--- src/hw/rtl/bpmc_div_pipe.sv ---
// Pipelined restoring divider, one quotient bit per stage, with a sideband
// that travels alongside. Depends on nothing but its parameters.
`default_nettype none

module bpmc_div_pipe #(
	parameter int RW = 26,
	parameter int QW = 17,
	parameter int SW = 1
) (
	input  wire logic          clk,
	input  wire logic          arst_n,
	input  wire logic          en,
	input  wire logic          in_v,
	input  wire logic [RW-1:0] rem0,
	input  wire logic [QW-1:0] lo,
	input  wire logic [RW-1:0] den,
	input  wire logic [SW-1:0] side_in,
	output logic               out_v,
	output logic [QW-1:0]      quo,
	output logic [SW-1:0]      side_out
);

	// rem0 must be below den; the bits of lo are shifted in from the top.
	logic          v_s    [QW];
	logic [RW-1:0] rem_s  [QW];
	logic [RW-1:0] den_s  [QW];
	logic [QW-1:0] lo_s   [QW];
	logic [QW-1:0] q_s    [QW];
	logic [SW-1:0] side_s [QW];

	for (genvar i = 0; i < QW; i++) begin : g_step
		logic          v_p;
		logic [RW-1:0] rem_p, den_p;
		logic [QW-1:0] lo_p, q_p;
		logic [SW-1:0] side_p;
		logic [RW:0]   t, t_sub;
		logic          take;

		if (i == 0) begin : g_first
			assign v_p    = in_v;
			assign rem_p  = rem0;
			assign den_p  = den;
			assign lo_p   = lo;
			assign q_p    = '0;
			assign side_p = side_in;
		end else begin : g_next
			assign v_p    = v_s[i-1];
			assign rem_p  = rem_s[i-1];
			assign den_p  = den_s[i-1];
			assign lo_p   = lo_s[i-1];
			assign q_p    = q_s[i-1];
			assign side_p = side_s[i-1];
		end

		assign t     = {rem_p, lo_p[QW-1]};
		assign take  = t >= {1'b0, den_p};
		assign t_sub = t - {1'b0, den_p};

		always_ff @(posedge clk or negedge arst_n) begin
			if (!arst_n) begin
				v_s[i] <= 1'b0;
			end else if (en) begin
				v_s[i] <= v_p;
			end
		end

		always_ff @(posedge clk) begin
			if (en) begin
				rem_s[i]  <= take ? t_sub[RW-1:0] : t[RW-1:0];
				den_s[i]  <= den_p;
				lo_s[i]   <= {lo_p[QW-2:0], 1'b0};
				q_s[i]    <= {q_p[QW-2:0], take};
				side_s[i] <= side_p;
			end
		end
	end

	assign out_v    = v_s[QW-1];
	assign quo      = q_s[QW-1];
	assign side_out = side_s[QW-1];

endmodule

`default_nettype wire

--- config.mk ---
export PLATFORM = sky130hd
export DESIGN_NAME = bpmc_div_pipe
export DESIGN_NICKNAME = d
export VERILOG_FILES = /design/src/hw/rtl/bpmc_div_pipe.sv
export SDC_FILE = /design/constraint.sdc
export NUM_CORES = 2
export LEC_CHECK = 0
export BUFFER_PORTS_ARGS = -buffer_cell sky130_fd_sc_hd__buf_2
export CORE_MARGIN = 2
export CORE_UTILIZATION = 42
export DETAILED_ROUTE_END_ITERATION = 12
export HOLD_SLACK_MARGIN = 0.03
export SYNTH_ARGS = -nofsm -noshare
export SYNTH_HDL_FRONTEND = slang
export SYNTH_SLANG_ARGS = --single-unit
--- constraint.sdc ---
create_clock -name clk -period 8.15 [get_ports clk]
set_input_delay 0.815 -clock clk [delete_from_list [all_inputs] [get_ports clk]]
set_output_delay 0.815 -clock clk [all_outputs]
set_load 0.02 [all_outputs]
==> reports/results.ini <==
[status]
status=completed

[worst_setup_path]
crit_chain=ha_1, nand2_1, a21oi_1, o21ai_0, a211oi_1, nor2_1, o311ai_0, nand2_1, inv_2, a21oi_1
r2r-end=rem_s[0][286]$_DFFE_PP_
cpLargestDelayFamily=compound AO/OA/AOI/OAI gates
path_depth=10
endpoint=rem_s[0][286]$_DFFE_PP_
worst-r2r-setup-slack_ps=3900
critical_path.max_fanout=28
crit_arrival_ps=4720
r2r_start=rem_s[0][261]$_DFFE_PP_
path_buf_inv=1
reg2regPathDepth=10
cpPeakStageDelay_ps=700
required_ps=8620
startpoint=rem_s[0][261]$_DFFE_PP_
startpoint_type=register
end_kind=register
critPathKind=reg2reg
cp_slowest_cell=nand2_1

[sta]
setup_violations=0
skew_ps=24.7
period_share_pct=52.1
slew_violations=0
worst_pin_slew_ps=1170
final.min_clock_period_ps=4250
tns_ps=0
fmaxAchievable_mhz=235
hold_viol=0
maxSlewHeadroom_pct=20.1
rsz0062_at_grt=false

[power]
switching_power_mw=9.75
power_leakage_nw=28.1
swShare_pct=36.0
cell_internal_pwr_mw=17.4
p_per_area_nw_per_um2=389
p_comb_share_pct=43.0
seq_power_share_pct=34.9
clockPowerShare_pct=22.1
max-vdd-ir-drop_mv=0.234

[cts]
clkTransAtPathRegs_ps=60
tritoncts=built
cts-buffers-inserted=136
postCtsSetupRepairBufs=0
cts_buffer_depth=3
clk_latency_ps=760
clock-sinks=1155
cts-root-buf=clkbuf_16
cts_max_level=4

[synthesis]
synth.distinct_cells=92
synth_top_area_share_pct=54.7
yosysSeqAreaShare_pct=55.4
ys_ff_latch=1155
synth_area_um2=62500
synth-main-ff-cell=edfxtp_1
avgSynthCellArea_um2=11.8
yosysWarnings=0
synth_most_common_cell=edfxtp_1
synth_top_area_cell=edfxtp_1
synth_area_leaders=edfxtp_1 (55%), ha_1 (8.9%), inv_1 (3.4%)
mappedNetlistNets=5838
synth_common_cells=edfxtp_1 (1138), inv_1 (574), ha_1 (442)
synth-edff-count=1138
syn_inst=5306
async_flop_share_pct=1.47

[drt]
drt.antenna.violating_nets=0
first_pass_iters=8
first_iter_violations=2873
wl_per_cell_um=18.1
vias_per_cell=5.31
routed_wl_um=136000
vias=39700
drc=0

[layout]
final_util_pct=47.2
syn_to_final_growth_pct=11.5
finalNetCount=5980
drive_gt1_share_pct=10.3
diodes=0

[floorplanning]
rows=141
die_h_um=390
ioPinCount=93
coreArea_um2=148000
die_w_um=390
design.die.area_um2=152000
start_util_pct=42.3

[global_route]
grt-ovfl-total=0
antenna_found_initial=0
grt_max_degree=168
grt_usage_pct=17.9
grt_pass1_vias=39800
grt_pass1_wl_um=216000

[run]
max_cap_violations=0

[worst_hold_path]
min_path_type=in2reg

[place]
place_congestion=0.927
hpwl_um=101000
port-buffer-count=92

metal layers:
layer	vias to the layer above	routed length, µm	track usage (%)
met4	0	4660	6.74
met5	-	0	0
met1	18900	59000	22.3
met3	263	4890	2.86
met2	793	67200	31.3
li1	19800	-	-
timing repair:
action | CTS | global route
hold endpoints to repair | 17 | 0
setup endpoints to repair | 0 | 0
gates resized for setup | 0 | 0
hold buffers | 1 | 0
layout by cell type, fill, tap and decap left out, drive strengths merged, types with 22 or more instances in the layout:
cell and instances:
o21a 44, nor3 50, nand4 61, buf 120
mux2 224, xor2 137, inv 587, a31oi 40
nand2b 46, a211oi 36, o31ai 32, o21bai 53
ha 442, a21oi 430, a2111oi 22, clkbuf 159
xnor2 204, o21ai 340, and3 39, edfxtp 1138
nand3 87, nor2b 48, o211ai 27, nand2 373
a21o 184, nor2 254, clkinv 55
final cells by class:
class / count / area [µm²]
clock buffers: 159 / 3580
clock inverters: 86 / 826
fillers: 13200 / 78000
inverters: 575 / 2160
multi-input cells: 3459 / 25300
flip-flops and latches: 1155 / 34600
well taps: 1930 / 2410
repair buffers: 121 / 766
registers in the layout (all words and copies together), names as in the netlist:
name	count
den_s	416
g_step.v_p	16
lo_s	136
out_v	1
q_s	153
rem_s	416
side_s	17
power groups by stage:
stage	sequential [mW]	combinational (mW)	clock, mW
floorplan	9.18	8.97	0
global placement	9.57	11.4	0
detailed placement	9.58	11.5	0
CTS	9.47	11.6	6.19
global route	9.61	13.0	6.42
finish	9.45	11.7	5.99
cell families after synthesis:
logic type	count (synthesis)	share of synthesized area, %
mux	241	4.51
compound gates	1365	13.8
simple gates	1054	7.92
xor+xnor	341	4.78
flops	1155	55.4
fa+ha+maj	458	9.36
buf+inv	692	4.27
worst min-delay path by stage:
stage,startpoint,endpoint,slack (ps),depth (start not counted)
detailed placement,lo_s[0][171]$_DFFE_PP_,lo_s[0][188]$_DFFE_PP_,400,0
finish,lo[10],lo_s[0][10]$_DFFE_PP_,230,1
global placement,q_s[1][132]$_DFFE_PP_,q_s[2][14]$_DFFE_PP_,400,0
global route,lo[4],lo_s[0][4]$_DFFE_PP_,170,1
CTS,lo[4],lo_s[0][4]$_DFFE_PP_,160,1
floorplan,lo_s[0][85]$_DFFE_PP_,lo_s[0][102]$_DFFE_PP_,400,0
per-stage QoR:
stage	hold slack (ps)	area, µm²	instances	total power [mW]	setup slack (ps)
after CTS	161	69600	7485	27.3	3970
after detailed placement	405	65200	7239	21.1	3590
final	230	69600	7485	27.1	3900
after global routing	174	69600	7485	29.0	3560
after global placement	401	65200	7239	21.0	3490
after floorplan	400	62500	5306	18.1	4600
Power figures use the tool's default switching activity.
