--- config.mk ---
export PLATFORM = sky130hd
export DESIGN_NAME = bpmc_sqrt_pipe
export DESIGN_NICKNAME = d
export VERILOG_FILES = /design/src/hw/rtl/bpmc_sqrt_pipe.sv
export SDC_FILE = /design/constraint.sdc
export NUM_CORES = 2
export LEC_CHECK = 0
export CORE_MARGIN = 1.5
export CORE_UTILIZATION = 50
export DETAILED_ROUTE_END_ITERATION = 8
export DONT_BUFFER_PORTS = 1
export GPL_TIMING_DRIVEN = 0
export PLACE_DENSITY_LB_ADDON = 0.1
export SLEW_MARGIN = 20
export SYNTH_ARGS = -nofsm -noshare
export SYNTH_HDL_FRONTEND = slang
export SYNTH_SLANG_ARGS = --single-unit
--- constraint.sdc ---
create_clock -name clk -period 7.5 [get_ports clk]
set_input_delay 0.75 -clock clk [delete_from_list [all_inputs] [get_ports clk]]
set_output_delay 0.75 -clock clk [all_outputs]
set_load 0.005 [all_outputs]
--- src/hw/rtl/bpmc_sqrt_pipe.sv ---
// Pipelined integer square root, one root bit per stage, with a sideband
// that travels alongside. Depends on nothing but its parameters.
`default_nettype none

module bpmc_sqrt_pipe #(
	parameter int RTW = 24,
	parameter int SW  = 1
) (
	input  wire logic             clk,
	input  wire logic             arst_n,
	input  wire logic             en,
	input  wire logic             in_v,
	input  wire logic [2*RTW-1:0] rad,
	input  wire logic [SW-1:0]    side_in,
	output logic                  out_v,
	output logic [RTW-1:0]        root,
	output logic [SW-1:0]         side_out
);

	logic             v_s    [RTW];
	logic [RTW+1:0]   r_s    [RTW];
	logic [RTW-1:0]   s_s    [RTW];
	logic [2*RTW-1:0] rad_s  [RTW];
	logic [SW-1:0]    side_s [RTW];

	for (genvar i = 0; i < RTW; i++) begin : g_step
		logic             v_p;
		logic [RTW+1:0]   r_p;
		logic [RTW-1:0]   s_p;
		logic [2*RTW-1:0] rad_p;
		logic [SW-1:0]    side_p;
		logic [RTW+3:0]   rr, t, rr_sub;
		logic             take;

		if (i == 0) begin : g_first
			assign v_p    = in_v;
			assign r_p    = '0;
			assign s_p    = '0;
			assign rad_p  = rad;
			assign side_p = side_in;
		end else begin : g_next
			assign v_p    = v_s[i-1];
			assign r_p    = r_s[i-1];
			assign s_p    = s_s[i-1];
			assign rad_p  = rad_s[i-1];
			assign side_p = side_s[i-1];
		end

		// Trial value is four times the partial root plus one.
		assign rr     = {r_p, rad_p[2*RTW-1 -: 2]};
		assign t      = {2'b00, s_p, 2'b01};
		assign take   = rr >= t;
		assign rr_sub = rr - t;

		always_ff @(posedge clk or negedge arst_n) begin
			if (!arst_n) begin
				v_s[i] <= 1'b0;
			end else if (en) begin
				v_s[i] <= v_p;
			end
		end

		always_ff @(posedge clk) begin
			if (en) begin
				r_s[i]    <= take ? rr_sub[RTW+1:0] : rr[RTW+1:0];
				s_s[i]    <= {s_p[RTW-2:0], take};
				rad_s[i]  <= {rad_p[2*RTW-3:0], 2'b00};
				side_s[i] <= side_p;
			end
		end
	end

	assign out_v    = v_s[RTW-1];
	assign root     = s_s[RTW-1];
	assign side_out = side_s[RTW-1];

endmodule

`default_nettype wire

==> flow_metrics.env <==
export IMPL_yosysWarningCount=0
export IMPL_fmax_mhz=217.6
export IMPL_power_density_mw_per_mm2=292.9
export IMPL_tightest_slew_ns=1.141
export IMPL_nets=5612
export IMPL_grt_pass1_wl_um=194900
export IMPL_swShare=0.2644
export IMPL_gp_congestion=0.9077
export IMPL_antenna_found_initial=3
export IMPL_remaining_drc_errors=0
export IMPL_detail_route_iter0_violations=3014
export IMPL_root_buffer="clkbuf_16"
export IMPL_synth_edf_count=1439
export IMPL_worst_path_max_fanout=10
export IMPL_wl_um=121900
export IMPL_critical_path_class="flop to flop"
export IMPL_layout_drive_gt1_share=0.06367
export IMPL_clk_insertion_delay_late_ns=0.80
export IMPL_core_sq_mm=0.1318
export IMPL_hold_buffers=48
export IMPL_ctsResizeCount=0
export IMPL_io_pins=79
export IMPL_syn_avg_cell_area_sq_um=13.28
export IMPL_synthArstFlopShare=0.01640
export IMPL_cts_tree="done"
export IMPL_initial_core_util=0.5053
export IMPL_clock_sinks=1463
export IMPL_cts_inserted_buffers=158
export IMPL_p_clk_frac=0.347
export IMPL_synth_seq_cells=1463
export IMPL_slew_headroom=0.2396
export IMPL_start_kind="flop"
export IMPL_cts_setup_buffers=0
export IMPL_endpoint_kind="flop"
export IMPL_hp_class="primary input to flop"
export IMPL_synth_cells=5015
export IMPL_grt_overflow_total=0
export IMPL_netlist_area_sq_mm=0.06660
export IMPL_min_period_ns=4.595
export IMPL_placementRows=133
export IMPL_worstPathRequired_ns=7.97
export IMPL_die_x_um=368.0
export IMPL_yosys_area_top_type_share=0.6488
export IMPL_grt_max_degree=230
export IMPL_arrival_ns=5.06
export IMPL_setup_viol=0
export IMPL_cap_violations=0
export IMPL_synth_area_leader_cell="edfxtp_1"
export IMPL_slew_violations=0
export IMPL_fin_crit_sh=0.6126
export IMPL_cts_htree_levels=4
export IMPL_drt_pass1_iterations=5
export IMPL_p_sw_w=0.005785
export IMPL_status="finished clean"
export IMPL_hold_viol_final=0
export IMPL_track_usage=0.1796
export IMPL_die_y_um=368.0
export IMPL_fin_skew_ns=0.04215
export IMPL_seqPwrFrac=0.493
export IMPL_ant_nets=0
export IMPL_synth_cell_type_count=79
export IMPL_first_global_vias=36650
export IMPL_synthFlopType="edfxtp_1"
export IMPL_synth_nets=5394
export IMPL_combPwrFrac=0.160
export IMPL_wl_per_cell_um=17.13
export IMPL_portBuffers=0
export IMPL_path_clk_slew_ns=0.06
export IMPL_holdWs_ns=0.07223
export IMPL_synth_area_leaders="edfxtp_1 65%, ha_1 6.1%, xnor2_1 3.0%, xor2_1 2.9%, inv_1 2.4%"
export IMPL_seq_area_frac_synth=0.6578
export IMPL_clockBufferDepth=3
export IMPL_rsz0062_at_grt="false"
export IMPL_tns_ns=0
export IMPL_hpwl_um=84800
export IMPL_die_area_sq_mm=0.1354
export IMPL_leakagePower_nw=28.55
export IMPL_internal_power_w=0.01609
export IMPL_ir_worst_vdd_mv=0.2129
export IMPL_viasPerCell=5.401
export IMPL_vias=38410
export IMPL_area_delta_synth_final_pct=12.15
-- final timing paths --
path	start	to	slack [ns]	cells past startpoint
min reg2reg	rad_s[1][225]	rad_s[1][273]	0.40	0
max	r_s[2][52]	r_s[2][85]	2.91	9
max in group asynchronous	arst_n	out_v	6.68	2
min in group asynchronous	arst_n	g_step[11].v_p	0.47	2
min	rad[20]	rad_s[0][20]	0.07	0
max reg2reg	r_s[2][52]	r_s[2][85]	2.91	9
-- worst max-delay path: stages (launching register included) --
cell and delay [ns]:
edfxtp_1 0.40, ha_1 0.38, nor2b_1 0.17, o31a_1 0.28, o311a_1 0.38, o41ai_1 0.92
nand2_1 0.24, a41oi_2 0.70, clkbuf_1 0.60, o21ai_0 0.22
-- cell families after synthesis --
kind of cell               count (synthesis)  synth area share
buffers and inverters                    501           0.02833
other                                      1        0.00005631
adders and majority gates                326           0.06124
muxes                                     79           0.01317
AOI/OAI and AO/OA                        938           0.08674
and+or+nand+nor                         1256           0.09333
xor gates and xnor gates                 451           0.05931
DFF                                     1463            0.6578
-- state kept, by name, indices dropped and copies added, names as in the netlist --
name,count
g_step.v_p,23
out_v,1
r_s,563
rad_s,552
s_s,300
side_s,24
-- power groups by stage --
stage / Clock, W / Combinational [W] / Sequential, W
2_1_floorplan: 0 / 0.00263 / 0.0107
3_3_place_gp: 0 / 0.00323 / 0.0110
3_5_place_dp: 0 / 0.00343 / 0.0110
4_1_cts: 0.00784 / 0.00348 / 0.0108
5_1_grt: 0.00815 / 0.00394 / 0.0109
6_report: 0.00760 / 0.00350 / 0.0108
-- metal layers --
layer	global-route usage	vias up	wire [um]
li1	-	18990	-
met1	0.2707	18330	59750
met2	0.2634	903	52520
met3	0.03627	186	7107
met4	0.05136	2	2475
met5	0	-	13
-- stage by stage --
stage	util	total power [W]	instances	area (sq um)	setup slack, ns
floorplan	-	0.01335	5015	66600	4.267
global placement	0.5220	0.01418	6770	68800	3.089
detailed placement	0.5237	0.01440	6778	69020	2.762
CTS	0.5665	0.02212	7109	74660	3.029
global route	0.5667	0.02299	7111	74690	2.705
finish	0.5667	0.02188	7112	74700	2.905
-- synthesized netlist by cell type, types with 16 or more instances --
| library cell | instances |
|---|---|
| a211oi_1 | 19 |
| a21o_1 | 114 |
| a21oi_1 | 301 |
| a31oi_1 | 26 |
| and3_1 | 24 |
| clkbuf_1 | 69 |
| dfrtp_1 | 24 |
| edfxtp_1 | 1439 |
| ha_1 | 326 |
| inv_1 | 417 |
| mux2_2 | 69 |
| nand2_1 | 318 |
| nand2b_1 | 55 |
| nand3_1 | 78 |
| nand3b_1 | 16 |
| nand4_1 | 41 |
| nor2_1 | 319 |
| nor2b_1 | 49 |
| nor3_1 | 115 |
| nor4_1 | 61 |
| o211ai_1 | 16 |
| o21a_1 | 59 |
| o21ai_0 | 240 |
| o21bai_1 | 22 |
| o31ai_1 | 33 |
| or2_2 | 24 |
| or3_1 | 62 |
| or4_1 | 28 |
| xnor2_1 | 230 |
| xor2_1 | 221 |
-- area by class of cell --
cell class | instances | area, sq um
plain buffers | 84 | 321.6
multi-input cells | 3051 | 20900
repair buffers | 58 | 743.2
clock inverters | 94 | 1071
inverters | 417 | 1565
diodes | 1 | 2.502
flip-flops and latches | 1463 | 43810
fillers | 10710 | 57100
clock buffers | 189 | 4080
well taps | 1755 | 2196
-- layout by cell type, fill, tap and decap left out, types with 158 or more instances in the layout --
cell type,instances
a21oi_1,301
inv_1,417
nor2_1,319
xnor2_1,230
clkbuf_16,158
edfxtp_1,1439
xor2_1,221
o21ai_0,240
nand2_1,318
ha_1,326
(Power assumes the default switching activity.)
