### src/hw/rtl/bpmc_pkg.sv
// Package for the box pair match cost unit: fixed widths, constants,
// register indexes and the structs that travel between pipeline parts.
// Depends on nothing.
`default_nettype none

package bpmc_pkg;

	localparam int IOU_W      = 17;  // Q0.16, one more bit so that 1.0 fits
	localparam int COST_W     = 24;  // Q8.16
	localparam int WEIGHT_W   = 16;  // Q8.8
	localparam int WSUM_W     = 17;
	localparam int FRAC_W     = 16;
	localparam int DIST_Q_W   = 48;  // quotient N * 2^32 / D
	localparam int ROOT_W     = 24;
	localparam int CFG_IDX_W  = 2;

	localparam logic [COST_W-1:0]   COST_MAX     = {COST_W{1'b1}};
	localparam logic [IOU_W-1:0]    IOU_ONE      = 17'h10000;
	localparam logic [WEIGHT_W-1:0] WEIGHT_RESET = 16'd256;

	localparam logic [CFG_IDX_W-1:0] REG_WEIGHT_IOU  = 2'd0;
	localparam logic [CFG_IDX_W-1:0] REG_WEIGHT_DIST = 2'd1;

	typedef struct packed {
		logic [IOU_W-1:0]  iou;
		logic [COST_W-1:0] dcost;
		logic [COST_W-1:0] space;
		logic              sat;
	} cost_t;

	typedef struct packed {
		logic [IOU_W-1:0] iou;
		logic             sat;
	} dist_side_t;

	typedef struct packed {
		logic [IOU_W-1:0]  iou;
		logic [COST_W-1:0] dcost;
		logic              sat;
	} space_side_t;

endpackage

`default_nettype wire

### src/hw/rtl/bpmc_if.sv
// Channel interfaces of the box pair match cost unit: the box pair input
// and the cost output. Depends on bpmc_pkg.
`default_nettype none


interface bpmc_out_if;
	logic                          valid;
	logic                          ready;
	logic [bpmc_pkg::IOU_W-1:0]    iou_cost;
	logic [bpmc_pkg::COST_W-1:0]   dist_cost;
	logic [bpmc_pkg::COST_W-1:0]   space_cost;
	logic                          cost_saturated;

	modport source (output valid, iou_cost, dist_cost, space_cost, cost_saturated,
		input ready);
	modport sink (input valid, iou_cost, dist_cost, space_cost, cost_saturated,
		output ready);
endinterface

`default_nettype wire

### src/hw/rtl/bpmc_skid.sv
// Output register with a skid stage that parts the pipeline from the cost
// channel. Depends on bpmc_pkg and bpmc_if.
`default_nettype none

module bpmc_skid (
	input  wire logic            clk,
	input  wire logic            arst_n,
	input  wire logic            push_v,
	input  wire bpmc_pkg::cost_t din,
	output logic                 en,
	bpmc_out_if.source           cost_out
);

	logic            out_v_q, skid_v_q;
	bpmc_pkg::cost_t out_d_q, skid_d_q;
	logic            push, pop;

	assign en   = !skid_v_q;
	assign push = push_v && en;
	assign pop  = out_v_q && cost_out.ready;

	always_ff @(posedge clk or negedge arst_n) begin
		if (!arst_n) begin
			out_v_q  <= 1'b0;
			skid_v_q <= 1'b0;
		end else if (!out_v_q || pop) begin
			out_v_q  <= skid_v_q || push;
			skid_v_q <= 1'b0;
		end else if (push) begin
			skid_v_q <= 1'b1;
		end
	end

	always_ff @(posedge clk) begin
		if (!out_v_q || pop) begin
			out_d_q <= skid_v_q ? skid_d_q : din;
		end
		if (out_v_q && !pop && push) begin
			skid_d_q <= din;
		end
	end

	assign cost_out.valid          = out_v_q;
	assign cost_out.iou_cost       = out_d_q.iou;
	assign cost_out.dist_cost      = out_d_q.dcost;
	assign cost_out.space_cost     = out_d_q.space;
	assign cost_out.cost_saturated = out_d_q.sat;

endmodule

`default_nettype wire

### src/flat_wrapper.sv
// flat-port wrapper written by rule: the top's interface ports become plain ports
module bpmc_skid_flat 
  (clk, arst_n, push_v, din, en, cost_out_valid, cost_out_iou_cost, cost_out_dist_cost, cost_out_space_cost, cost_out_cost_saturated, cost_out_ready);
  bpmc_out_if cost_out_i ();
  input  wire logic clk;
  input  wire logic arst_n;
  input  wire logic push_v;
  input  wire bpmc_pkg::cost_t din;
  output logic en;
  output wire logic [$bits(cost_out_i.valid)-1:0] cost_out_valid;
  output wire logic [$bits(cost_out_i.iou_cost)-1:0] cost_out_iou_cost;
  output wire logic [$bits(cost_out_i.dist_cost)-1:0] cost_out_dist_cost;
  output wire logic [$bits(cost_out_i.space_cost)-1:0] cost_out_space_cost;
  output wire logic [$bits(cost_out_i.cost_saturated)-1:0] cost_out_cost_saturated;
  input wire logic [$bits(cost_out_i.ready)-1:0] cost_out_ready;
  assign cost_out_valid = cost_out_i.valid;
  assign cost_out_iou_cost = cost_out_i.iou_cost;
  assign cost_out_dist_cost = cost_out_i.dist_cost;
  assign cost_out_space_cost = cost_out_i.space_cost;
  assign cost_out_cost_saturated = cost_out_i.cost_saturated;
  assign cost_out_i.ready = cost_out_ready;
  bpmc_skid u_core (.clk(clk), .arst_n(arst_n), .push_v(push_v), .din(din), .en(en), .cost_out(cost_out_i));
endmodule
### config.mk
export PLATFORM = sky130hd
export DESIGN_NAME = bpmc_skid_flat
export DESIGN_NICKNAME = d
export VERILOG_FILES = /design/src/hw/rtl/bpmc_pkg.sv /design/src/hw/rtl/bpmc_if.sv /design/src/hw/rtl/bpmc_skid.sv /design/src/flat_wrapper.sv
export SDC_FILE = /design/constraint.sdc
export NUM_CORES = 1
export LEC_CHECK = 0
export CORE_MARGIN = 4
export CORE_UTILIZATION = 45
export DETAILED_ROUTE_END_ITERATION = 7
export DONT_BUFFER_PORTS = 1
export SLEW_MARGIN = 20
export SYNTH_ARGS = -nofsm -noshare
export SYNTH_HDL_FRONTEND = slang
export SYNTH_SLANG_ARGS = --single-unit
### constraint.sdc
create_clock -name clk -period 13.04 [get_ports clk]
set_input_delay 3.26 -clock clk [delete_from_list [all_inputs] [get_ports clk]]
set_output_delay 3.26 -clock clk [all_outputs]
set_load 0.03 [all_outputs]
==> summary.md <==
| Metric | Value |
|---|---|
| Status | finished clean |
| Port Buf Inserts | 0 |
| CP bufs+invs | 1 |
| Initial antenna violation count | 0 |
| Initial drt markers | 138 |
| H-tree depth | 4 |
| CTS root buffer | clkbuf_8 |
| Fin crit share | 39.7% |
| Setup Skew | approximately 10 ps |
| Later-pin clock latency in the skew report | roughly 500 ps |
| Die height | 112 µm |
| Synthesized area per cell | between 20 and 25 µm² |
| Drt total wl | approximately 8000 µm |
| Final Critical Period | between 5000 and 6000 ps |
| Netlist Area Pre-Place | 4870 µm² |
| Top-level I/O count | approximately 140 |
| Mapped Nets | about 280 |
| Slew margin rel. | about 36% |
| Placer congestion estimate | between 0.6 and 0.7 |
| Detailed-route via count | between 1500 and 2000 |
| Slowest stage delay, CP | between 1000 and 1500 ps |
| Wire length per cell | about 22 µm |
| DR vias/cell | 5.24 |
| Family with the most delay on the worst path | flip-flops |
| Pwr/cell area | ~190 nW/µm² |
| Synth unique cells | 11 |
| Net count, final | ~300 |
| Comb pwr share | under 10% |
| Part of the Yosys area used for sequential elements | 82.4% |
| Initial core utilization | between 40 and 50% |
| Commonest non-fill, non-tap cells in the layout | edfxtp_1, mux2_2, clkbuf_16, mux2_4, clkbuf_1 |
| Hpwl dp | between 4000 and 5000 µm |
| Worst Path Max Fanout | around 70 |
| Data arrival time of the worst path | 1910 ps |
| Pins Over Slew Limit | 0 |
| Worst path cell trace | inv_1 |
| Switch share | about 22% |
| MaxCap Viol Count | 0 |
| Postcts setup bufs | 0 |
| Die Wd | around 110 µm |
| Seq pwr share | between 50% and 60% |
| Cts bufs inserted | 17 |
| Vias in the first global route | 2128 |
| # DRC | 0 |
| Design Area, Final | 5520 µm² |
| Synth-to-layout area growth | 13.4% |
| CTS resizes | 0 |
| Switch Pwr | ~230 µW |
| Bufs on Longest Clock Path | 2 |
| Layout cells sized above 1 | between 30% and 40% |
| Global-route wire length before repair | ~13000 µm |
| Hold-fix buffers, CTS | 0 |
| Setup violators final | 0 |
| Layout fillers | 827 |
| Die Area | about 13000 µm² |
| Clk pwr share | between 40% and 50% |
| Worst Setup End Kind | output pin |
| Fin Setup TNS | 0 ps |
| Startpoint Class | flop |
| Area of the multi-input gates | ~810 µm² |
| Clock-pin slew on the worst setup and hold paths | ~60 ps |
| Placed inst area | around 5000 µm² |
| Required @ worst endpoint | 9780 ps |
| Gate Count Post-Synth | ~210 |
| Drt first pass iters | 4 |
| Clock sink total | approximately 130 |
| Synth Register Bits | 134 |
| RSZ-0062 raised after global routing | false |
| Worst Setup Path Type | reg -> out |
| Peak Freq | 0.193 GHz |
| YS warnings | 0 |
| Grt ovf | 0 |
| Peak supply drop | between 0.00006 and 0.00007 V |
| Slowest cell on crit path | dfrtp_4 |
| Antenna Nets Post-Route | 0 |
| TritonCTS clock tree | done |
| Seq. cell area | roughly 4000 µm² |
| Core outline area | roughly 10000 µm² |
| Row Count | 37 |
| Most common cell after layout, fill and taps aside | edfxtp_1 |
| Slew @ Worst Pin | 955 ps |
| Worst min path class | reg -> reg |
| Total GRT Usage | 13.6% |
| Largest net degree at the start of global routing | 70 |
| Diodes inserted | 0 |
| Final-report hold violation count | 0 |
| Int Power | 800 µW |
| Leakage power | between 1.5 and 2 nW |
kinds of logic after synthesis:
family | Yosys count | synth area share [%]
flip-flops | 134 | 82.4
buffers and inverters | 9 | 1.28
multiplexers | 66 | 15.8
AND/OR/NAND/NOR | 5 | 0.514
flip-flops by register name, summed over array words and instances (netlist names):
register / count
u_core.cost_out.valid: 1
u_core.cost_out.space_cost: 24
u_core.skid_d_q: 66
u_core.cost_out.dist_cost: 24
u_core.cost_out.iou_cost: 17
u_core.skid_v_q: 1
u_core.cost_out.cost_saturated: 1
cell usage after synthesis:
master	instances	area, µm²
dfrtp_1	2	50.1
mux2_4	7	105
nor2_1	2	7.51
buf_2	5	25.0
inv_1	1	3.75
buf_6	3	33.8
mux2_2	59	664
nand2_1	1	3.75
nand2b_1	1	6.26
nor3b_1	1	7.51
edfxtp_1	132	3960
layout make-up:
cell class | count | area share [%]
Sequential cell | 134 | 72.7
Multi-Input combinational cell | 71 | 14.6
Clock buffer | 23 | 7.90
Tap cell | 136 | 3.08
Clock inverter | 7 | 1.47
Timing Repair Buffer | 1 | 0.136
Inverter | 1 | 0.0680
path summary, 6_finish.rpt:
kind | start | slack (ps) | cells past startpoint | to
min in group asynchronous | arst_n | 2450 | 0 | u_core.skid_v_q
max in group asynchronous | arst_n | 10520 | 0 | u_core.skid_v_q
max reg2reg | u_core.cost_out.valid | 10430 | 3 | u_core.skid_d_q[27]
min reg2reg | u_core.skid_d_q[16] | 550 | 1 | u_core.cost_out.space_cost[15]
max | u_core.skid_v_q | 7870 | 1 | en
min | u_core.skid_d_q[16] | 550 | 1 | u_core.cost_out.space_cost[15]
power by group through the flow:
stage	registers [mW]	logic, mW	clock network (mW)
2_1_floorplan	0.570	0.0366	0
3_3_place_gp	0.580	0.0355	0
3_5_place_dp	0.580	0.0365	0
4_1_cts	0.572	0.0365	0.434
5_1_grt	0.574	0.0394	0.458
6_report	0.571	0.0355	0.422
per-layer routing:
layer / part of all wire (%) / GRT usage [%] / vias up
li1: - / - / 875
met1: 39 / 15.3 / 983
met2: 48 / 20.0 / 92
met3: 12 / 9.43 / 4
met4: 0.44 / 5.77 / 0
met5: 0 / 0 / -
through the flow:
step	instances	hold slack, ps	total power [mW]	utilization, %	worst slack, ps
2_1_floorplan	214	523	0.607	-	2610
3_3_place_gp	343	528	0.615	48.1	7660
4_1_cts	373	540	1.04	53.0	7760
6_report	373	545	1.03	53.0	7870
3_5_place_dp	343	532	0.617	48.1	7630
5_1_grt	373	561	1.07	53.0	7710
(Power assumes the default switching activity.)
