==> config.mk <==
export PLATFORM = sky130hd
export DESIGN_NAME = bpmc_geom
export DESIGN_NICKNAME = d
export VERILOG_FILES = /design/src/hw/rtl/bpmc_geom.sv
export SDC_FILE = /design/constraint.sdc
export NUM_CORES = 2
export LEC_CHECK = 0
export BUFFER_PORTS_ARGS = -buffer_cell sky130_fd_sc_hd__buf_2
export CAP_MARGIN = 0
export CORE_ASPECT_RATIO = 0.9
export CORE_MARGIN = 10
export CORE_UTILIZATION = 55
export DETAILED_ROUTE_END_ITERATION = 10
export PLACE_DENSITY_LB_ADDON = 0.3
export SLEW_MARGIN = 0
export SYNTH_ARGS = -nofsm -noshare
export SYNTH_HDL_FRONTEND = slang
export SYNTH_SLANG_ARGS = --single-unit
==> constraint.sdc <==
create_clock -name clk -period 15.4 [get_ports clk]
set_input_delay 3.85 -clock clk [delete_from_list [all_inputs] [get_ports clk]]
set_output_delay 3.85 -clock clk [all_outputs]
set_load 0.005 [all_outputs]
==> src/hw/rtl/bpmc_geom.sv <==
// Box geometry front end: overlap, areas, centre distance and the distance
// divisor over four pipeline stages. Depends on nothing but its parameter.
`default_nettype none

module bpmc_geom #(
	parameter int COORD_BITS = 12
) (
	input  wire logic                      clk,
	input  wire logic                      arst_n,
	input  wire logic                      en,
	input  wire logic                      in_v,
	input  wire logic [COORD_BITS-1:0]     a_x,
	input  wire logic [COORD_BITS-1:0]     a_y,
	input  wire logic [COORD_BITS-1:0]     a_width,
	input  wire logic [COORD_BITS-1:0]     a_height,
	input  wire logic [COORD_BITS-1:0]     b_x,
	input  wire logic [COORD_BITS-1:0]     b_y,
	input  wire logic [COORD_BITS-1:0]     b_width,
	input  wire logic [COORD_BITS-1:0]     b_height,
	output logic                           out_v,
	output logic                           ovl,
	output logic                           sat,
	output logic [2*COORD_BITS+1:0]        diff,
	output logic [2*COORD_BITS+1:0]        uni,
	output logic [2*COORD_BITS+2:0]        n,
	output logic [2*COORD_BITS+1:0]        d
);

	localparam int C  = COORD_BITS;
	localparam int AW = 2*C+2;
	localparam int NW = 2*C+3;

	logic [C:0] ea_x, eb_x, ea_y, eb_y, hi_x, hi_y;
	logic [C-1:0] lo_x, lo_y;
	logic [C:0] ca_x, cb_x, ca_y, cb_y;
	logic ovl_c;

	logic v_s1, ovl_s1;
	logic [C-1:0] rw_s1, rh_s1;
	logic [C:0] awp_s1, ahp_s1, bwp_s1, bhp_s1, dx_s1, dy_s1, sw_s1, sh_s1;

	logic v_s2, ovl_s2;
	logic [2*C-1:0] inter_s2;
	logic [AW-1:0] a1_s2, a2_s2, dx2_s2, dy2_s2, sw2_s2, sh2_s2;

	logic v_s3, ovl_s3;
	logic [AW-1:0] uni_s3, diff_s3, d_s3;
	logic [NW-1:0] n_s3;

	logic v_s4, ovl_s4, sat_s4;
	logic [AW-1:0] uni_s4, diff_s4, d_s4;
	logic [NW-1:0] n_s4;

	always_comb begin
		ea_x = {1'b0, a_x} + {1'b0, a_width};
		eb_x = {1'b0, b_x} + {1'b0, b_width};
		ea_y = {1'b0, a_y} + {1'b0, a_height};
		eb_y = {1'b0, b_y} + {1'b0, b_height};
		hi_x = (ea_x < eb_x) ? ea_x : eb_x;
		hi_y = (ea_y < eb_y) ? ea_y : eb_y;
		lo_x = (a_x > b_x) ? a_x : b_x;
		lo_y = (a_y > b_y) ? a_y : b_y;
		ovl_c = (hi_x > {1'b0, lo_x}) && (hi_y > {1'b0, lo_y});
		ca_x = {1'b0, a_x} + {2'b0, a_width[C-1:1]};
		cb_x = {1'b0, b_x} + {2'b0, b_width[C-1:1]};
		ca_y = {1'b0, a_y} + {2'b0, a_height[C-1:1]};
		cb_y = {1'b0, b_y} + {2'b0, b_height[C-1:1]};
	end

	always_ff @(posedge clk or negedge arst_n) begin
		if (!arst_n) begin
			v_s1 <= 1'b0;
			v_s2 <= 1'b0;
			v_s3 <= 1'b0;
			v_s4 <= 1'b0;
		end else if (en) begin
			v_s1 <= in_v;
			v_s2 <= v_s1;
			v_s3 <= v_s2;
			v_s4 <= v_s3;
		end
	end

	always_ff @(posedge clk) begin
		if (en) begin
			// The overlap width never exceeds the narrower box, so it fits C bits.
			ovl_s1 <= ovl_c;
			rw_s1  <= C'(hi_x - {1'b0, lo_x});
			rh_s1  <= C'(hi_y - {1'b0, lo_y});
			awp_s1 <= {1'b0, a_width} + (C+1)'(1);
			ahp_s1 <= {1'b0, a_height} + (C+1)'(1);
			bwp_s1 <= {1'b0, b_width} + (C+1)'(1);
			bhp_s1 <= {1'b0, b_height} + (C+1)'(1);
			dx_s1  <= (ca_x >= cb_x) ? ca_x - cb_x : cb_x - ca_x;
			dy_s1  <= (ca_y >= cb_y) ? ca_y - cb_y : cb_y - ca_y;
			sw_s1  <= {1'b0, a_width} + {1'b0, b_width};
			sh_s1  <= {1'b0, a_height} + {1'b0, b_height};

			ovl_s2   <= ovl_s1;
			inter_s2 <= {{C{1'b0}}, rw_s1} * {{C{1'b0}}, rh_s1};
			a1_s2    <= {{(C+1){1'b0}}, awp_s1} * {{(C+1){1'b0}}, ahp_s1};
			a2_s2    <= {{(C+1){1'b0}}, bwp_s1} * {{(C+1){1'b0}}, bhp_s1};
			dx2_s2   <= {{(C+1){1'b0}}, dx_s1} * {{(C+1){1'b0}}, dx_s1};
			dy2_s2   <= {{(C+1){1'b0}}, dy_s1} * {{(C+1){1'b0}}, dy_s1};
			sw2_s2   <= {{(C+1){1'b0}}, sw_s1} * {{(C+1){1'b0}}, sw_s1};
			sh2_s2   <= {{(C+1){1'b0}}, sh_s1} * {{(C+1){1'b0}}, sh_s1};

			ovl_s3  <= ovl_s2;
			uni_s3  <= a1_s2 + a2_s2 - AW'(inter_s2);
			diff_s3 <= a1_s2 + a2_s2 - (AW'(inter_s2) << 1);
			n_s3    <= NW'(dx2_s2) + NW'(dy2_s2);
			d_s3    <= AW'(sw2_s2 >> 2) + AW'(sh2_s2 >> 2);

			ovl_s4  <= ovl_s3;
			uni_s4  <= uni_s3;
			diff_s4 <= diff_s3;
			n_s4    <= n_s3;
			d_s4    <= d_s3;
			// The distance saturates when the divisor is zero or the ratio reaches 2^16.
			sat_s4  <= (d_s3 == '0) ||
				({{(AW+16-NW){1'b0}}, n_s3} >= {d_s3, 16'b0});
		end
	end

	assign out_v = v_s4;
	assign ovl   = ovl_s4;
	assign sat   = sat_s4;
	assign diff  = diff_s4;
	assign uni   = uni_s4;
	assign n     = n_s4;
	assign d     = d_s4;

endmodule

`default_nettype wire

==> reports/results.tsv <==
stage	metric	value	unit
clock_network	CTS H-tree lvls	2	
logic_synthesis	Synth warnings	0	
critical_path	arrival time worst endpoint	10160	ps
sta	Tmin final	9756	ps
min_path	Hold Crit Class	flip-flop to flip-flop	
logic_synthesis	share of the synthesized area in the top cell type	23.88	%
logic_synthesis	Cell Area, Synth	64770	um^2
global_route	largest net degree at the start of global routing	166	
critical_path	CP Max Fanout	20	
critical_path	CP top delay family	compound AO/OA/AOI/OAI gates	
global_route	total track usage	23.80	%
route	drc violations	0	
placement	Detail Placement HPWL	130000	um
final_layout	layout cells sized above 1	5.318	%
global_route	met3 Resource Use GR	6.419	%
global_route	first-pass GRT wire length	251700	um
logic_synthesis	commonest cells in the netlist	1445 x inv_1, 846 x ha_1, 750 x fa_1	
final_layout	# fillers	9983	
logic_synthesis	Main synth FF type	edfxtp_1	
logic_synthesis	Yosys reg bits	519	
critical_path	slowest CP cell	fa_1	
run_status	status	complete, no violations	
sta	Final Cycle Share	63.35	%
clock_network	cts-stage hold buffer count	0	
clock_network	clk_lat worst skew	700	ps
critical_path	Worst Path Required	15800	ps
clock_network	post-cts gate resize count	0	
sta	worst slew pin tran	1016	ps
logic_synthesis	post-synthesis area per instance	9.721	um^2
critical_path	Critical Path Start Type	input port	
critical_path	Crit path largest cell delay	390	ps
logic_synthesis	Synth area leaders	edfxtp_1 24%, fa_1 23%, ha_1 16%	
floorplanning	boundary pin count	208	
logic_synthesis	fraction of registers with async set/reset	0.7707	%
logic_synthesis	Synth area leader	edfxtp_1	
sta	Final TNS setup	0	ps
clock_network	Post-CTS Setup Bufs	0	
clock_network	Worst-path clk slew	60	ps
clock_network	Num CTS Buffers	61	
final_layout	P&R area growth vs syn	7.422	%
run	total of max-cap violations	0	
placement	routability congestion estimate	0.9549	
clock_network	CTS tree	built	
route	routed wire length	156500	um
floorplanning	Core Footprint	117000	um^2
floorplanning	# rows	119	
placement	port bufs	206	
critical_path	Critical Path End Type	flip-flop	
sta	RSZ-0062 raised after global routing	no	
global_route	Congestion Overflow GR	0	
clock_network	root buf cell	clkbuf_16	
global_route	met1 Usage GRT	31.13	%
route	post-route ant nets	0	
sta	skew final	60.91	ps
logic_synthesis	Post-synth EDFFs	515	
logic_synthesis	cell count after synthesis	6663	
floorplanning	DIE AREA	131900	um^2
global_route	busiest grt layer	met2	
global_route	met2 GRT Util	38.27	%
logic_synthesis	synth unique cells	76	
route	First DRT Iteration DRCs	2707	
sta	final hold viol count	0	
final_layout	Net count, final	8490	
floorplanning	Die X	381.7	um
sta	fmax	102.5	MHz
route	WL per Instance	18.56	um
critical_path	WP buf/inv	4	
sta	Max Slew Vio Count	0	
route	via count	45508	
logic_synthesis	count leader, synth	inv_1	
sta	final setup fails	0	
clock_network	clock buffer depth	3	
route	DRT Pass-1 Iters	7	
global_route	initial antenna violation count	29	
floorplanning	die height	345.6	um
sta	headroom to the max-slew limit	32.25	%
clock_network	clk sink count	519	
critical_path	crit path kind	input port to flip-flop	
floorplanning	starting density of the core	55.34	%
global_route	number of global-route vias before repair	47048	
route	vias per cell	5.398	
logic_synthesis	Seq/Total Area, Yosys	24.03	%
layout by cell type (no fill, tap or decap), drive strengths merged, types with 40 or more instances in the layout:
cell,instances
ha,846
buf,220
nand2b,58
nor3,70
a21oi,274
o21bai,61
xnor2,316
and3,40
edfxtp,515
nor2,271
o21a,50
xor2,117
a21o,157
nand3,64
fa,750
nand2,590
o21ai,161
and2,315
nor2b,86
clkbuf,69
inv,1453
cells by family (layout without fill, tap and decap cells):
logic type	after synthesis	after routing	share of synthesized area (%)
AO/OA/AOI/OAI	877	877	8.716
XOR/XNOR	433	433	5.855
adder cells (fa/ha/maj)	1598	1598	39.56
buffers and inverters	1598	1779	9.269
flip-flops	519	519	24.03
multiplexers	47	47	0.7457
other	1	15	0.005790
AND/OR/NAND/NOR	1590	1590	11.82
area by class of cell:
cell class	instances	area, um^2	area share, %
multi-input combinational	4547	43200	62.10
tap	1573	1968	2.829
clock inverter	45	666.9	0.9585
sequential	519	15560	22.37
inverter	1445	5424	7.796
timing repair buffer	220	1159	1.665
clock buffer	69	1556	2.237
antenna	13	32.53	0.04676
worst paths after layout:
kind,start,endpoint,slack (ps),depth (start not counted)
setup / recovery,b_height[0],ovl_s1,5640,33
hold / removal,ovl_s2,ovl_s3,420,0
setup reg to reg,ahp_s1[1],a1_s2[24],8560,21
hold reg to reg,ovl_s2,ovl_s3,420,0
max in group asynchronous,arst_n,v_s1,12320,1
min in group asynchronous,arst_n,out_v,2970,1
worst reg2reg max path, stage by stage, from the launching register on:
cell      delay [ps]
edfxtp_1         690
and2_1           330
fa_1             530
inv_1             50
fa_1             390
fa_1             550
inv_1             60
fa_1             530
inv_1             50
fa_1             470
inv_1             50
ha_1             310
o21a_1           220
o21ai_0          240
a21oi_1           90
o21a_1           210
o21a_1           210
o41ai_1          560
o21ai_0          340
or3_1            370
a31oi_1          230
xnor2_1          130
stage by stage:
step / hold slack (ps) / worst slack, ps / utilization [%] / std cells / area, um^2
3_3_place_gp: 402.4 / 5033 / 57.52 / 8304 / 67320
6_report: 416.0 / 5644 / 59.45 / 8431 / 69580
3_5_place_dp: 404.5 / 5033 / 57.52 / 8304 / 67320
2_1_floorplan: 400.3 / 6256 / - / 6664 / 64770
4_1_cts: 415.5 / 5763 / 59.42 / 8418 / 69540
5_1_grt: 425.4 / 5137 / 59.44 / 8425 / 69560
layer usage:
layer  vias to the layer above  part of all wire [%]
met3                       282                   8.6
li1                      21701                     -
met1                     22239                    42
met4                        32                   3.2
met2                      1254                    46
met5                         -                  0.14
registers in the layout, summed over array words and instances, names as in the netlist, 13 cells and up:
register	flops
dy_s1	13
d_s3	25
dx_s1	13
diff_s3	26
bwp_s1	13
inter_s2	24
uni	26
n_s3	27
n	27
d	25
uni_s3	26
sw_s1	13
awp_s1	13
ahp_s1	13
dy2_s2	25
sh2_s2	24
bhp_s1	13
sh_s1	13
a1_s2	26
diff	26
dx2_s2	25
sw2_s2	24
a2_s2	26
Power is not shown: default switching activity piles up to over one toggle a cycle in this logic, so the estimate is an artifact.
